### src/hdl/mep_pkg.sv
package mep_pkg;

  // Keying element codes as they arrive on the input channel.
  typedef enum logic [1:0] {
    ELEM_GAP = 2'd0,
    ELEM_DIT = 2'd1,
    ELEM_DAH = 2'd2,
    ELEM_EOW = 2'd3
  } elem_e;

  localparam logic [5:0] WPM_RESET    = 6'd20;
  localparam int unsigned HDR_PAIRS   = 7;
  localparam logic [1:0] END_MARK     = 2'b11;
  localparam int unsigned PAIRS_PER_B = 4;

  // One packet byte written by the front end into the byte queue.
  typedef struct packed {
    logic       vld;
    logic [7:0] data;
  } push_t;

  // Per-packet record: header byte zero and the overflow mark.
  typedef struct packed {
    logic       vld;
    logic [7:0] hdr;
    logic       ovf;
  } desc_t;

  // Queue status seen by the front end.
  typedef struct packed {
    logic ring_full;
    logic desc_full;
  } qstat_t;

  // One beat waiting in the output buffer.
  typedef struct packed {
    logic [7:0] data;
    logic       last;
    logic       ovf;
  } obeat_t;

  // Read that is in flight towards the output buffer.
  typedef struct packed {
    logic       hdr_sel;
    logic [7:0] hdr;
    logic       last;
    logic       ovf;
  } infl_t;

  // ORs a 2-bit pair into a byte; pair 0 sits in the top two bits.
  function automatic logic [7:0] put_pair(input logic [7:0] b, input logic [1:0] bits,
                                          input logic [1:0] slot);
    logic [7:0] r;
    r = b;
    case (slot)
      2'd0:    r[7:6] = b[7:6] | bits;
      2'd1:    r[5:4] = b[5:4] | bits;
      2'd2:    r[3:2] = b[3:2] | bits;
      default: r[1:0] = b[1:0] | bits;
    endcase
    return r;
  endfunction

endpackage

### src/hdl/morse_element_packet_packer.sv
// The first beat (header byte zero) goes from the packet record via the in-flight register
// to the output buffer; later beats follow one per cycle while out_ready_i holds.
// Throughput: one element per cycle; the drain side moves one byte per cycle.
// The input stalls only when the byte ring (two packets deep) or the two-entry packet
// record queue is full.
// Reset (rst_ni low, asynchronous) clears all control state and sets words_per_minute to 20.
module morse_element_packet_packer import mep_pkg::*; #(
  parameter int PACKET_BYTES     = 32,
  parameter int PROTOCOL_VERSION = 1
) (
  input  logic       clk_i,
  input  logic       rst_ni,
  input  logic       in_valid_i,
  output logic       in_ready_o,
  input  logic [1:0] element_i,
  input  logic       cfg_we_i,
  input  logic [5:0] cfg_wdata_i,
  output logic       out_valid_o,
  input  logic       out_ready_i,
  output logic [7:0] packet_byte_o,
  output logic       last_byte_o,
  output logic       overflowed_o
);

  localparam int LEN_W = $clog2(PACKET_BYTES);

  // The front end packs pairs into a held byte and writes each completed byte into the
  // ring. At end of word it writes the final byte and a packet record holding the header
  // byte, the index of the last byte and the overflow mark. The back end replays each
  // packet: header byte from the record, then the ring bytes, so packing of the next
  // word overlaps with draining of the previous one.
  // The ring memory is never cleared: every byte is written before it is read.

  logic [5:0]       wpm_q;
  push_t            push;
  desc_t            desc;
  logic [LEN_W-1:0] desc_len;
  qstat_t           qstat;

  // Keying speed register; the user must write it only while idle, the block does not enforce it.
  always_ff @(posedge clk_i or negedge rst_ni) begin
    if (!rst_ni) begin
      wpm_q <= WPM_RESET;
    end else if (cfg_we_i) begin
      wpm_q <= cfg_wdata_i;
    end
  end

  mep_front #(
    .PACKET_BYTES     (PACKET_BYTES),
    .PROTOCOL_VERSION (PROTOCOL_VERSION),
    .LEN_W            (LEN_W)
  ) u_front (
    .clk_i      (clk_i),
    .rst_ni     (rst_ni),
    .in_valid_i (in_valid_i),
    .in_ready_o (in_ready_o),
    .element_i  (element_i),
    .wpm_i      (wpm_q),
    .qstat_i    (qstat),
    .push_o     (push),
    .desc_o     (desc),
    .desc_len_o (desc_len)
  );

  mep_back #(
    .PACKET_BYTES (PACKET_BYTES),
    .LEN_W        (LEN_W)
  ) u_back (
    .clk_i         (clk_i),
    .rst_ni        (rst_ni),
    .push_i        (push),
    .desc_i        (desc),
    .desc_len_i    (desc_len),
    .qstat_o       (qstat),
    .out_valid_o   (out_valid_o),
    .out_ready_i   (out_ready_i),
    .packet_byte_o (packet_byte_o),
    .last_byte_o   (last_byte_o),
    .overflowed_o  (overflowed_o)
  );

endmodule

### src/hdl/mep_ram.sv
module mep_ram import mep_pkg::*; #(
  parameter int WIDTH = 8,
  parameter int DEPTH = 64
) (
  input  logic                     clk_i,
  input  logic                     we_i,
  input  logic [$clog2(DEPTH)-1:0] waddr_i,
  input  logic [WIDTH-1:0]         wdata_i,
  input  logic                     re_i,
  input  logic [$clog2(DEPTH)-1:0] raddr_i,
  output logic [WIDTH-1:0]         rdata_o
);

  logic [WIDTH-1:0] mem_q [DEPTH];
  logic [WIDTH-1:0] rdata_q;

  always_ff @(posedge clk_i) begin
    if (we_i) begin
      mem_q[waddr_i] <= wdata_i;
    end
    if (re_i) begin
      rdata_q <= mem_q[raddr_i];
    end
  end

  assign rdata_o = rdata_q;

endmodule

### src/hdl/mep_front.sv
module mep_front import mep_pkg::*; #(
  parameter int PACKET_BYTES     = 32,
  parameter int PROTOCOL_VERSION = 1,
  parameter int LEN_W            = $clog2(PACKET_BYTES)
) (
  input  logic             clk_i,
  input  logic             rst_ni,
  input  logic             in_valid_i,
  output logic             in_ready_o,
  input  logic [1:0]       element_i,
  input  logic [5:0]       wpm_i,
  input  qstat_t           qstat_i,
  output push_t            push_o,
  output desc_t            desc_o,
  output logic [LEN_W-1:0] desc_len_o
);

  localparam int POS_W = $clog2(PAIRS_PER_B * PACKET_BYTES + 1);
  localparam logic [POS_W-1:0] PAIR_LIMIT = POS_W'(PAIRS_PER_B * PACKET_BYTES);
  localparam logic [POS_W-1:0] POS_HDR    = POS_W'(HDR_PAIRS);

  logic [POS_W-1:0] pos_q, pos_d, pos_w, pos_m1;
  logic [7:0]       pend_q, pend_d, pend_w;
  logic [7:0]       hdr_q, hdr_d, hdr_w;
  logic [5:0]       serial_q, serial_d, serial_nx;
  logic             drop_q, drop_d, drop_w;
  logic             new_word, accept;

  assign in_ready_o = !qstat_i.ring_full && !qstat_i.desc_full;
  assign accept     = in_valid_i && in_ready_o;

  // A new word starts from the header: byte one holds the speed, pair 7 is next.
  assign new_word  = (pos_q == '0);
  assign serial_nx = serial_q + 6'd1;
  assign hdr_w     = new_word ? {2'(PROTOCOL_VERSION), serial_nx} : hdr_q;
  assign pos_w     = new_word ? POS_HDR : pos_q;
  assign pend_w    = new_word ? {wpm_i, 2'b00} : pend_q;
  assign drop_w    = new_word ? 1'b0 : drop_q;
  assign pos_m1    = pos_w - POS_W'(1);

  always_comb begin
    pos_d      = pos_q;
    pend_d     = pend_q;
    hdr_d      = hdr_q;
    serial_d   = serial_q;
    drop_d     = drop_q;
    push_o     = '0;
    desc_o     = '0;
    desc_len_o = '0;
    if (accept) begin
      serial_d = new_word ? serial_nx : serial_q;
      hdr_d    = hdr_w;
      pos_d    = pos_w;
      pend_d   = pend_w;
      drop_d   = drop_w;
      if (elem_e'(element_i) != ELEM_EOW) begin
        if (pos_w >= PAIR_LIMIT) begin
          drop_d = 1'b1;
        end else begin
          pos_d = pos_w + POS_W'(1);
          if (pos_w[1:0] == 2'd0) begin
            // The held byte is complete once a pair lands in the next one.
            push_o.vld  = 1'b1;
            push_o.data = pend_w;
            pend_d      = put_pair(8'h00, element_i, 2'd0);
          end else begin
            pend_d = put_pair(pend_w, element_i, pos_w[1:0]);
          end
        end
      end else begin
        push_o.vld  = 1'b1;
        push_o.data = (pos_m1[1:0] != 2'd0) ? put_pair(pend_w, END_MARK, pos_m1[1:0])
                                            : pend_w;
        desc_o.vld  = 1'b1;
        desc_o.hdr  = hdr_w;
        desc_o.ovf  = drop_w;
        desc_len_o  = pos_m1[LEN_W+1:2];
        pos_d       = '0;
        drop_d      = 1'b0;
      end
    end
  end

  always_ff @(posedge clk_i or negedge rst_ni) begin
    if (!rst_ni) begin
      pos_q    <= '0;
      serial_q <= '0;
      drop_q   <= 1'b0;
    end else begin
      pos_q    <= pos_d;
      serial_q <= serial_d;
      drop_q   <= drop_d;
    end
  end

  always_ff @(posedge clk_i) begin
    pend_q <= pend_d;
    hdr_q  <= hdr_d;
  end

endmodule

### src/hdl/mep_back.sv
module mep_back import mep_pkg::*; #(
  parameter int PACKET_BYTES = 32,
  parameter int LEN_W        = $clog2(PACKET_BYTES)
) (
  input  logic             clk_i,
  input  logic             rst_ni,
  input  push_t            push_i,
  input  desc_t            desc_i,
  input  logic [LEN_W-1:0] desc_len_i,
  output qstat_t           qstat_o,
  output logic             out_valid_o,
  input  logic             out_ready_i,
  output logic [7:0]       packet_byte_o,
  output logic             last_byte_o,
  output logic             overflowed_o
);

  // Byte ring holds bytes one upward of up to two packets.
  localparam int RING_AW    = $clog2(PACKET_BYTES) + 1;
  localparam int RING_DEPTH = 1 << RING_AW;

  logic [RING_AW:0]   wptr_q, rptr_q;
  logic               ram_re;
  logic [7:0]         ram_rdata;

  desc_t              desc_q [2];
  logic [LEN_W-1:0]   len_q  [2];
  logic               dwp_q, drp_q;
  logic [1:0]         dcnt_q;

  logic [LEN_W-1:0]   cnt_q;
  infl_t              infl_q, infl_d;
  logic               inf_q;

  obeat_t             ob_q [2];
  logic               owp_q, orp_q;
  logic [1:0]         occ_q;

  logic               have, is_hdr, is_last, issue, pop, dpop;
  logic [1:0]         used;

  assign qstat_o.ring_full = (wptr_q[RING_AW] != rptr_q[RING_AW]) &&
                             (wptr_q[RING_AW-1:0] == rptr_q[RING_AW-1:0]);
  assign qstat_o.desc_full = (dcnt_q == 2'd2);

  mep_ram #(.WIDTH(8), .DEPTH(RING_DEPTH)) u_ring (
    .clk_i   (clk_i),
    .we_i    (push_i.vld),
    .waddr_i (wptr_q[RING_AW-1:0]),
    .wdata_i (push_i.data),
    .re_i    (ram_re),
    .raddr_i (rptr_q[RING_AW-1:0]),
    .rdata_o (ram_rdata)
  );

  assign pop     = out_valid_o && out_ready_i;
  assign used    = occ_q + {1'b0, inf_q};
  assign have    = (dcnt_q != 2'd0);
  assign is_hdr  = (cnt_q == '0);
  assign is_last = (cnt_q == len_q[drp_q]);
  assign issue   = have && ((used < 2'd2) || pop);
  assign ram_re  = issue && !is_hdr;
  assign dpop    = issue && is_last;

  always_comb begin
    infl_d         = infl_q;
    infl_d.hdr_sel = is_hdr;
    infl_d.hdr     = desc_q[drp_q].hdr;
    infl_d.last    = is_last;
    infl_d.ovf     = desc_q[drp_q].ovf;
  end

  always_ff @(posedge clk_i or negedge rst_ni) begin
    if (!rst_ni) begin
      wptr_q <= '0;
      rptr_q <= '0;
      dwp_q  <= 1'b0;
      drp_q  <= 1'b0;
      dcnt_q <= '0;
      cnt_q  <= '0;
      inf_q  <= 1'b0;
      owp_q  <= 1'b0;
      orp_q  <= 1'b0;
      occ_q  <= '0;
    end else begin
      if (push_i.vld) begin
        wptr_q <= wptr_q + 1'b1;
      end
      if (ram_re) begin
        rptr_q <= rptr_q + 1'b1;
      end
      if (desc_i.vld) begin
        dwp_q <= ~dwp_q;
      end
      if (dpop) begin
        drp_q <= ~drp_q;
      end
      dcnt_q <= dcnt_q + {1'b0, desc_i.vld} - {1'b0, dpop};
      if (issue) begin
        cnt_q <= is_last ? '0 : cnt_q + 1'b1;
      end
      inf_q <= issue;
      if (inf_q) begin
        owp_q <= ~owp_q;
      end
      if (pop) begin
        orp_q <= ~orp_q;
      end
      occ_q <= occ_q + {1'b0, inf_q} - {1'b0, pop};
    end
  end

  always_ff @(posedge clk_i) begin
    if (desc_i.vld) begin
      desc_q[dwp_q] <= desc_i;
      len_q[dwp_q]  <= desc_len_i;
    end
    if (issue) begin
      infl_q <= infl_d;
    end
    if (inf_q) begin
      ob_q[owp_q].data <= infl_q.hdr_sel ? infl_q.hdr : ram_rdata;
      ob_q[owp_q].last <= infl_q.last;
      ob_q[owp_q].ovf  <= infl_q.ovf;
    end
  end

  assign out_valid_o   = (occ_q != 2'd0);
  assign packet_byte_o = ob_q[orp_q].data;
  assign last_byte_o   = ob_q[orp_q].last;
  assign overflowed_o  = ob_q[orp_q].ovf;

  a_credit: assert property (@(posedge clk_i) disable iff (!rst_ni) used <= 2'd2)
    else $error("output buffer credit exceeded");
  a_no_push_full: assert property (@(posedge clk_i) disable iff (!rst_ni)
    push_i.vld |-> !qstat_o.ring_full)
    else $error("byte written into a full ring");
  a_read_nonempty: assert property (@(posedge clk_i) disable iff (!rst_ni)
    ram_re |-> (wptr_q != rptr_q))
    else $error("ring read while empty");
  a_desc_room: assert property (@(posedge clk_i) disable iff (!rst_ni)
    desc_i.vld |-> (dcnt_q != 2'd2))
    else $error("packet record written into a full queue");

endmodule
### config.mk
export PLATFORM = sky130hd
export DESIGN_NAME = morse_element_packet_packer
export DESIGN_NICKNAME = d
export VERILOG_FILES = /design/src/hdl/mep_pkg.sv /design/src/hdl/morse_element_packet_packer.sv /design/src/hdl/mep_ram.sv /design/src/hdl/mep_front.sv /design/src/hdl/mep_back.sv
export SDC_FILE = /design/constraint.sdc
export NUM_CORES = 1
export LEC_CHECK = 0
export ABC_CLOCK_PERIOD_IN_PS = 8450
export BUFFER_PORTS_ARGS = -buffer_cell sky130_fd_sc_hd__buf_4
export CAP_MARGIN = 10
export CELL_PAD_IN_SITES_DETAIL_PLACEMENT = 0
export CELL_PAD_IN_SITES_GLOBAL_PLACEMENT = 1
export CORE_MARGIN = 3
export CORE_UTILIZATION = 44
export CTS_CLUSTER_SIZE = 40
export DETAILED_ROUTE_END_ITERATION = 6
export PLACE_DENSITY = 0.62
export SLEW_MARGIN = 20
export SYNTH_ARGS = -nofsm -noshare
export SYNTH_HDL_FRONTEND = slang
export SYNTH_SLANG_ARGS = --single-unit
export TNS_END_PERCENT = 1
### constraint.sdc
create_clock -name clk_i -period 8.45 [get_ports clk_i]
set_input_delay 0.845 -clock clk_i [delete_from_list [all_inputs] [get_ports clk_i]]
set_output_delay 0.845 -clock clk_i [all_outputs]
set_load 0.05 [all_outputs]
==> results of run 1 <==
==> worst max path at each step <==
stage	start	slack, ns	to	cells past startpoint
detailed placement	u_back.rptr_q[1]$_DFFE_PN0P_	4.35	u_back.u_ring.mem_q[4][0]$_DFFE_PP_	7
finish	u_back.rptr_q[1]$_DFFE_PN0P_	4.45	u_back.u_ring.mem_q[4][0]$_DFFE_PP_	7
CTS	u_back.rptr_q[1]$_DFFE_PN0P_	4.36	u_back.u_ring.mem_q[4][0]$_DFFE_PP_	7
global placement	u_back.rptr_q[1]$_DFFE_PN0P_	4.36	u_back.u_ring.mem_q[35][7]$_DFFE_PP_	6
global route	u_back.rptr_q[1]$_DFFE_PN0P_	4.10	u_back.u_ring.mem_q[4][0]$_DFFE_PP_	7
floorplan	element_i[1]	4.22	u_back.u_ring.mem_q[0][4]$_DFFE_PP_	8
==> layer usage <==
metal  routed length, µm  up-vias  share of wire
met4                1240        0          0.022
met5                   0        -              0
met3                2730       83          0.048
met2               27200      280           0.48
li1                    -     5734              -
met1               25700     6655           0.45
==> power by group through the flow <==
stage               Combinational, mW  Clock, mW  Sequential [mW]
floorplan                        2.44          0             4.23
global placement                 3.11          0             4.48
detailed placement               3.13          0             4.49
CTS                              3.14       3.19             4.43
global route                     3.33       3.32             4.47
finish                           3.08       3.11             4.42
==> area by class of cell <==
cell class	count	area (µm²)	share of cell area
Timing Repair Buffer	43	335	0.0113
Inverter	17	63.8	0.00216
Multi-Input combinational cell	667	6710	0.227
Clock inverter	31	347	0.0117
Clock buffer	96	2030	0.0686
Tap cell	773	967	0.0327
Sequential cell	644	19100	0.646
==> metrics by stage <==
stage / hold WS [ns] / instance area (µm²)
global placement: 0.436 / 27200
global route: 0.313 / 29600
finish: 0.286 / 29600
floorplan: 0.421 / 26300
detailed placement: 0.434 / 27200
CTS: 0.278 / 29600
==> sequential cells by signal (all words and copies together), names as in the netlist, 6 cells and up <==
signal                 count
u_back.desc_q             18
u_back.infl_q             11
u_back.len_q              10
u_back.ob_q               20
u_back.rptr_q              7
u_back.u_ring.mem_q      512
u_back.u_ring.rdata_o      8
u_back.wptr_q              7
u_front.hdr_q              8
u_front.pend_q             8
u_front.pos_q              8
u_front.serial_q           6
wpm_q                      6
==> cells by family after synthesis <==
| logic type | after synthesis | synth area share |
|---|---|---|
| buffers and inverters | 96 | 0.0223 |
| DFF | 644 | 0.725 |
| adders and majority gates | 13 | 0.00618 |
| xor gates and xnor gates | 44 | 0.0146 |
| AOI/OAI and AO/OA | 147 | 0.0409 |
| and+or+nand+nor | 228 | 0.0476 |
| muxes | 235 | 0.143 |
==> placed cells by master (no fill, tap or decap), types with 7 or more instances in the layout <==
cell	n
o22ai_1	13
and2_1	9
xnor2_1	29
nor2_1	83
a22oi_1	10
clkinv_1	11
nor2b_1	15
a221oi_1	8
xor2_1	15
o221ai_1	9
a21oi_1	23
mux2i_1	78
bufinv_16	7
clkinv_2	7
o21ai_0	29
mux4_2	89
nand2_1	31
clkbuf_1	15
edfxtp_1	595
inv_1	17
and3_1	16
clkbuf_16	76
mux4_1	15
nand3_1	19
mux2_2	52
ha_1	13
buf_4	42
dfrtp_1	43
==> worst reg2reg max path, delay by kind of cell, from the launching register on <==
kind,cells,cell delay (ns)
AO/OA/AOI/OAI,1,0.19
XOR/XNOR,1,0.21
buffers and inverters,2,1.14
flip-flops,1,0.91
AND/OR/NAND/NOR,3,1.24
==> flow_metrics.py, run 1 <==
metrics = {
    "clock_tree": {
        "cts_tree": "done",
        "cts.sinks": 644,
        "cts_setup_buffers": 0,
        "clk_pin_slew_worst_paths_ns": 0.06,
        "clk_path_buf_depth": 3,
        "cts_root_buffer": "clkbuf_16",
        "cts_buffers": 71,
        "cts_max_level": 3,
        "clk_latency_ns": 0.61,
        "cts.repair.resized": 0,
        "cts_hold_buffers": 0,
    },
    "synth": {
        "syn_nets": 1433,
        "syn_area_um2": 26300,
        "syn-mean-instance-area_um2": 18.7,
        "async_reset_ff_frac": 0.0761,
        "synth_warnings": 0,
        "ys_seq_area_frac": 0.725,
        "synth_cells": 1407,
        "synthTopCellsByCount": "edfxtp_1 (595), mux4_2 (89), nor2_1 (86)",
        "yosysTopAreaCellShare": 0.678,
        "yosysMostFrequentCell": "edfxtp_1",
        "ys_ff_latch": 644,
        "synth_cell_types": 77,
        "synth_top_area_cell": "edfxtp_1",
        "synthFlopType": "edfxtp_1",
        "synth_edf_count": 595,
        "netlist_top_cells_area": "edfxtp_1 (68%), mux4_2 (7.6%), dfrtp_1 (4.5%)",
    },
    "critical_path": {
        "worst-path-max-fanout": 50,
        "timing.critical_path.arrival_ns": 4.31,
        "r2r-end": "u_back.u_ring.mem_q[4][0]$_DFFE_PP_",
        "cp-start-kind": "flip-flop",
        "reg2reg_from": "u_back.rptr_q[1]$_DFFE_PN0P_",
        "path_common_cell": "buf_4",
        "worstPathCellList": "xor2_1 -> nor3_1 -> a211oi_4 -> buf_4 -> nand2_2 -> nor3_4 -> buf_4",
        "setup.worst_path.class": "reg -> reg",
        "slowest_delay_ns": 0.91,
        "reg2reg_depth": 7,
        "slowest_stage": "dfrtp_4",
        "critPathBufInv": 2,
        "end_kind": "flip-flop",
        "cp_top_family": "simple AND/OR/NAND/NOR gates",
        "cp.required_ns": 8.76,
        "ff2ff_setup_slack_ns": 4.45,
    },
    "drt": {
        "vias": 12800,
        "wl_per_cell_um": 25.1,
        "drtPass1Iterations": 4,
        "drc": 0,
        "wl_mm": 56.9,
        "drt_iter0_drc": 933,
        "detail-route-antenna-nets": 0,
        "vias_per_cell": 5.62,
    },
    "pwr": {
        "cellPowerDensity_nw_per_um2": 359,
        "seqPwrFrac": 0.417,
        "vdd_drop_max_mv": 0.255,
        "power.static_leakage_nw": 9.94,
        "power_frac_comb": 0.290,
        "swShare": 0.322,
        "switchingPower_mw": 3.42,
        "p_int_mw": 7.19,
        "finalPower_mw": 10.6,
        "p_clk_frac": 0.293,
    },
    "cells_and_area": {
        "nFillCells": 4806,
        "layout.nets": 1470,
        "drive_gt1_frac": 0.218,
        "diodes": 0,
        "finish.utilization": 0.500,
        "area_delta_synth_final_pct": 12.2,
        "stdcell_count": 2271,
    },
    "floorplan": {
        "core_area_um2": 59100,
        "fp.dieArea_um2": 62800,
        "initial_core_util": 0.445,
        "dieHeight_um": 251,
        "fp-row-count": 89,
        "die_x_um": 251,
        "ios": 25,
    },
    "placed_design": {
        "port_buffers": 24,
        "gp_congestion": 0.772,
        "place_ws_ns": 4.35,
        "hpwl_mm": 34.2,
        "dp.cells": 2144,
    },
    "worst_hold_path": {
        "hp-class": "in -> async",
    },
    "global_routing": {
        "antenna_found_initial": 0,
        "grt_busiest_layer": "met2",
        "grt_first_pass_wirelength_mm": 86.0,
        "grt_pass1_vias": 13100,
        "globalRouteOverflowTotal": 0,
        "met1_usage": 0.263,
        "grt_start_max_net_pins": 98,
        "grt.total_usage": 0.184,
        "grt_use_met3": 0.0379,
        "globalRouteMet2Util": 0.292,
    },
    "timing": {
        "fmax_ghz": 0.250,
        "finalSetupViolations": 0,
        "worst_pin_slew_ns": 0.981,
        "fin_ws_ns": 4.45,
        "fin_crit_sh": 0.473,
        "period_needed_ns": 4.00,
        "slew_viol_final": 0,
        "finalSetupTns_ns": 0,
        "hold_viol_final": 0,
        "skew_ns": 0.0249,
        "rsz0062_at_grt": "no",
        "slew_headroom": 0.343,
    },
    "outcome": {
        "outcome": "complete, no violations",
    },
    "flow_run": {
        "max-cap-violations": 0,
    },
}
No activity file was read; power rests on OpenSTA's default activity.
==> run 2: changes to the inputs <==
- ABC_CLOCK_PERIOD_IN_PS: 8450 -> 3250
- PLACE_DENSITY: 0.62 -> 0.65
- clock period: 8.45 -> 3.25 ns (I/O delays scaled with it)
==> flow_metrics.py, run 2 (synthesized netlist as in run 1, its figures left out) <==
metrics = {
    "outcome": {
        "outcome": "complete, no violations",
    },
    "floorplan": {
        "dieHeight_um": 251,
        "fp.dieArea_um2": 62800,
        "die_x_um": 251,
        "core_area_um2": 59100,
        "initial_core_util": 0.445,
        "fp-row-count": 89,
        "ios": 25,
    },
    "clock_tree": {
        "clk_latency_ns": 0.61,
        "cts_tree": "done",
        "clk_pin_slew_worst_paths_ns": 0.06,
        "cts_root_buffer": "clkbuf_16",
        "cts.sinks": 644,
        "clk_path_buf_depth": 3,
        "cts_max_level": 3,
        "cts_buffers": 70,
    },
    "critical_path": {
        "setup.worst_path.class": "reg -> reg",
        "end_kind": "flip-flop",
        "timing.critical_path.arrival_ns": 3.28,
        "critPathBufInv": 3,
        "slowest_stage": "dfrtp_1",
        "cp-start-kind": "flip-flop",
        "cp.required_ns": 3.55,
        "worstPathCellList": "inv_1 -> ha_1 -> nor3b_2 -> a211oi_4 -> or2_0 -> buf_4 -> nand4_2 -> nor2_1 -> buf_4",
        "ff2ff_setup_slack_ns": 0.27,
        "path_common_cell": "buf_4",
        "worst-path-max-fanout": 14,
        "slowest_delay_ns": 0.53,
        "cp_top_family": "simple AND/OR/NAND/NOR gates",
    },
    "timing": {
        "slew_viol_final": 0,
        "fmax_ghz": 0.336,
        "rsz0062_at_grt": "no",
        "period_needed_ns": 2.98,
        "slew_headroom": 0.447,
        "finalSetupViolations": 0,
        "fin_hold_ws_ns": 0.0441,
        "skew_ns": 0.0304,
        "fin_crit_sh": 0.916,
        "worst_pin_slew_ns": 0.827,
        "hold_viol_final": 0,
    },
    "worst_hold_path": {
        "hp-class": "in -> reg",
    },
    "drt": {
        "wl_mm": 58.4,
        "wl_per_cell_um": 24.7,
        "drc": 0,
        "drtPass1Iterations": 5,
        "vias": 13100,
        "vias_per_cell": 5.53,
        "detail-route-antenna-nets": 0,
        "drt_iter0_drc": 835,
    },
    "placed_design": {
        "port_buffers": 24,
        "dp.cells": 2232,
        "gp_congestion": 0.775,
        "placed_area_um2": 28000,
        "hpwl_mm": 35.1,
    },
    "cells_and_area": {
        "largest_register_ffs": 512,
        "multi_input_area_um2": 6710,
        "layout.nets": 1567,
        "regMostFlops": "u_back.u_ring.mem_q",
        "drive_gt1_frac": 0.259,
        "final_common_cell": "edfxtp_1",
        "area_delta_synth_final_pct": 15.0,
        "ff_latch_area_um2": 19100,
        "stdcell_count": 2366,
        "final_cell_mix": "edfxtp_1 (595), buf_4 (117), mux4_2 (89)",
        "nFillCells": 4763,
        "design_area_um2": 30300,
        "top_regs": "u_back.u_ring.mem_q: 512 flops, u_back.ob_q: 20 flops, u_back.desc_q: 18 flops",
    },
    "global_routing": {
        "grt_first_pass_wirelength_mm": 88.0,
        "grt_start_max_net_pins": 65,
        "antenna_found_initial": 2,
        "globalRouteOverflowTotal": 0,
        "grt.total_usage": 0.190,
        "grt_pass1_vias": 13600,
    },
    "flow_run": {
        "max-cap-violations": 0,
    },
    "pwr": {
        "power.static_leakage_nw": 10.4,
        "vdd_drop_max_mv": 0.600,
        "cellPowerDensity_nw_per_um2": 908,
    },
}
-- run 2: final timing paths --
check / startpoint / to / cells past startpoint
worst min-delay path: cfg_we_i / wpm_q[4]$_DFFE_PN1P_ / 2
worst max-delay path: u_front.pos_q[0]$_DFFE_PN0P_ / u_back.u_ring.mem_q[46][2]$_DFFE_PP_ / 9
worst max register to register: u_front.pos_q[0]$_DFFE_PN0P_ / u_back.u_ring.mem_q[46][2]$_DFFE_PP_ / 9
max in group asynchronous: rst_ni / u_back.rptr_q[2]$_DFFE_PN0P_ / 2
worst min register to register: u_back.infl_q[1]$_DFFE_PP_ / u_back.ob_q[0][1]$_DFFE_PP_ / 0
min in group asynchronous: rst_ni / u_front.serial_q[3]$_DFFE_PN0P_ / 2
-- run 2: layer usage --
layer | GRT usage | wire length [µm] | vias up
li1 | - | - | 5932
met1 | 0.262 | 25800 | 6782
met2 | 0.307 | 28300 | 304
met3 | 0.0336 | 2890 | 75
met4 | 0.0638 | 1410 | 0
met5 | 0 | 0 | -
-- run 2: metrics by stage --
stage,total power [mW],worst slack (ns),util,setup TNS (ns)
after global routing,28.8,0.103,0.512,0
final,27.5,0.274,0.512,0
after floorplan,17.3,-0.635,-,-149.26
after global placement,20.0,0.324,0.473,0
after CTS,27.9,0.171,0.512,0
after detailed placement,20.1,0.197,0.473,0
-- run 2: worst reg2reg max path: cells and delay by family, from the launching register on --
kind | cells | cell delay (ns)
AND/OR/NAND/NOR | 4 | 1.09
buffers and inverters | 3 | 0.61
adder cells (fa/ha/maj) | 1 | 0.20
AO/OA/AOI/OAI | 1 | 0.27
flip-flops | 1 | 0.53
-- run 2: what timing repair did --
action,4_1_cts,5_1_grt
endpoints found under the hold margin,53,0
hold buffers,10,0
endpoints found under the setup margin,0,176
gates resized for setup,0,3
buffers inserted,0,0
-- run 2: layout make-up --
| cell class | instances | share of cell area |
|---|---|---|
| Multi-Input combinational cell | 667 | 0.221 |
| Clock inverter | 36 | 0.0101 |
| Inverter | 17 | 0.00211 |
| Timing Repair Buffer | 141 | 0.0407 |
| Antenna cell | 1 | 0.0000826 |
| Clock buffer | 87 | 0.0630 |
| Sequential cell | 644 | 0.631 |
| Tap cell | 773 | 0.0319 |
-- run 2: report_power, final --
part,internal (mW),total [mW],switching (mW),leakage (nW)
combinational,3.46,8.63,5.17,3.23
sequential,10.6,11.2,0.602,6.11
clock,4.49,7.69,3.19,1.10
total,18.6,27.5,8.97,10.4
==> run 3: changes to the inputs <==
- CORE_ASPECT_RATIO: unset -> 0.8
==> flow_metrics.py, run 3 (synthesized netlist as in run 1, its figures left out) <==
metrics = {
    "critical_path": {
        "end_kind": "flip-flop",
        "setup.worst_path.class": "reg -> reg",
        "path_common_cell": "buf_4",
        "r2r-end": "u_back.u_ring.mem_q[26][6]$_DFFE_PP_",
        "reg2reg_from": "u_front.pos_q[1]$_DFFE_PN0P_",
        "cp-start-kind": "flip-flop",
        "slowest_delay_ns": 0.51,
        "worstPathCellList": "inv_1 -> ha_1 -> nor3b_2 -> a211oi_4 -> or2_0 -> buf_4 -> nand4_2 -> nor2_1 -> buf_4",
        "worst-path-max-fanout": 13,
        "reg2reg_depth": 9,
        "cp.required_ns": 3.58,
        "slowest_stage": "nand4_2",
        "timing.critical_path.arrival_ns": 3.32,
        "ff2ff_setup_slack_ns": 0.27,
    },
    "timing": {
        "slew_viol_final": 0,
        "fin_crit_sh": 0.918,
        "fmax_ghz": 0.335,
        "period_needed_ns": 2.98,
        "worst_pin_slew_ns": 0.923,
        "skew_ns": 0.0109,
        "slew_headroom": 0.383,
        "fin_ws_ns": 0.266,
        "finalSetupViolations": 0,
        "hold_viol_final": 0,
        "rsz0062_at_grt": "no",
    },
    "cells_and_area": {
        "diodes": 0,
        "regMostFlops": "u_back.u_ring.mem_q",
        "stdcell_count": 2364,
        "drive_gt1_frac": 0.256,
        "final_cell_mix": "edfxtp_1 (595), buf_4 (131), mux4_2 (89)",
        "nFillCells": 4743,
        "final_common_cell": "edfxtp_1",
        "area_delta_synth_final_pct": 14.4,
        "largest_register_ffs": 512,
        "top_regs": "u_back.u_ring.mem_q: 512 flops, u_back.ob_q: 20 flops, u_back.desc_q: 18 flops",
        "layout.nets": 1571,
    },
    "placed_design": {
        "hpwl_mm": 37.8,
        "gp_congestion": 0.775,
        "dp.cells": 2238,
        "port_buffers": 24,
        "place_ws_ns": 0.298,
    },
    "clock_tree": {
        "cts_root_buffer": "clkbuf_16",
        "cts.sinks": 644,
        "cts_max_level": 2,
        "cts_hold_buffers": 13,
        "cts_buffers": 61,
        "clk_pin_slew_worst_paths_ns": 0.07,
        "clk_path_buf_depth": 3,
        "cts_tree": "done",
        "clk_latency_ns": 0.63,
        "cts_setup_buffers": 0,
        "cts.repair.resized": 0,
    },
    "worst_hold_path": {
        "worstHoldStart": "out_ready_i",
        "min_to": "u_back.orp_q$_DFFE_PN0P_",
        "min_path_cells": 3,
        "hp-class": "in -> reg",
    },
    "pwr": {
        "p_clk_frac": 0.262,
        "cellPowerDensity_nw_per_um2": 905,
        "power_frac_comb": 0.326,
        "p_int_mw": 18.2,
        "vdd_drop_max_mv": 0.602,
        "seqPwrFrac": 0.412,
        "power.static_leakage_nw": 10.4,
        "switchingPower_mw": 9.05,
        "swShare": 0.332,
    },
    "floorplan": {
        "dieHeight_um": 225,
        "ios": 25,
        "fp-row-count": 79,
        "die_x_um": 280,
        "core_area_um2": 58700,
        "initial_core_util": 0.449,
        "fp.dieArea_um2": 62900,
    },
    "drt": {
        "drt_iter0_drc": 1282,
        "detail-route-antenna-nets": 0,
        "wl_per_cell_um": 25.5,
        "vias_per_cell": 5.65,
        "vias": 13400,
        "drc": 0,
        "wl_mm": 60.2,
        "drtPass1Iterations": 5,
    },
    "flow_run": {
        "max-cap-violations": 0,
    },
    "global_routing": {
        "grt.total_usage": 0.196,
        "globalRouteOverflowTotal": 0,
        "antenna_found_initial": 0,
        "grt_pass1_vias": 13500,
        "grt_start_max_net_pins": 65,
        "grt_first_pass_wirelength_mm": 90.8,
    },
    "outcome": {
        "outcome": "complete, no violations",
    },
}
run 3: changes by cell type in the layout (fill, tap and decap cells not counted), sizes merged:
cell	change
buf	+10
clkinv	-9
clkbuf	-7
bufinv	+4
dlygate4sd3	+3
inv	+2
diode	-1
run 3: power groups by stage:
stage | sequential (mW) | combinational (mW) | clock, mW
after floorplan | 11.0 | 6.35 | 0
after global placement | 11.4 | 8.88 | 0
after detailed placement | 11.4 | 8.95 | 0
after CTS | 11.2 | 9.00 | 7.32
after global routing | 11.3 | 9.57 | 7.66
final | 11.2 | 8.89 | 7.15
run 3: worst max-delay path, delay by kind of cell (launching register included):
family / cells / cell delay, ns
simple gates: 4 / 1.19
buf+inv: 3 / 0.61
compound gates: 1 / 0.25
flops: 1 / 0.45
fa+ha+maj: 1 / 0.18
run 3: final cells by class:
class / instances / area, µm² / area share
Sequential cell: 644 / 19100 / 0.634
Tap cell: 769 / 962 / 0.0319
Clock buffer: 80 / 1600 / 0.0530
Inverter: 17 / 63.8 / 0.00212
Timing Repair Buffer: 154 / 1310 / 0.0436
Multi-Input combinational cell: 667 / 6710 / 0.223
Clock inverter: 33 / 383 / 0.0127
run 3: per-layer routing:
layer	wire length (µm)	global-route usage	vias to the layer above
li1	-	-	5926
met1	28700	0.302	6981
met2	26800	0.289	367
met3	3590	0.0379	76
met4	1150	0.0483	0
met5	0	0	-
run 3: worst max path at each step:
| stage | startpoint | endpoint | slack [ns] | depth (start not counted) |
|---|---|---|---|---|
| after floorplan | u_front.pos_q[0]$_DFFE_PN0P_ | u_back.u_ring.mem_q[0][6]$_DFFE_PP_ | -0.63 | 9 |
| after global placement | u_front.pos_q[1]$_DFFE_PN0P_ | u_back.u_ring.mem_q[26][2]$_DFFE_PP_ | 0.36 | 9 |
| after detailed placement | u_front.pos_q[1]$_DFFE_PN0P_ | u_back.u_ring.mem_q[29][7]$_DFFE_PP_ | 0.30 | 8 |
| after CTS | u_front.pos_q[1]$_DFFE_PN0P_ | u_back.u_ring.mem_q[26][6]$_DFFE_PP_ | 0.30 | 9 |
| after global routing | u_front.pos_q[1]$_DFFE_PN0P_ | u_back.u_ring.mem_q[26][6]$_DFFE_PP_ | 0.12 | 9 |
| final | u_front.pos_q[1]$_DFFE_PN0P_ | u_back.u_ring.mem_q[26][6]$_DFFE_PP_ | 0.27 | 9 |
run 3: per-stage QoR:
stage / total power, mW / setup TNS (ns) / hold slack [ns] / utilization / cell area, µm²
finish: 27.3 / 0 / 0.0619 / 0.513 / 30100
CTS: 27.5 / 0 / 0.0226 / 0.513 / 30100
global route: 28.5 / 0 / 0.0506 / 0.513 / 30100
detailed placement: 20.3 / 0 / 0.413 / 0.477 / 28000
floorplan: 17.3 / -149.26 / 0.0294 / - / 26300
global placement: 20.2 / 0 / 0.411 / 0.477 / 28000
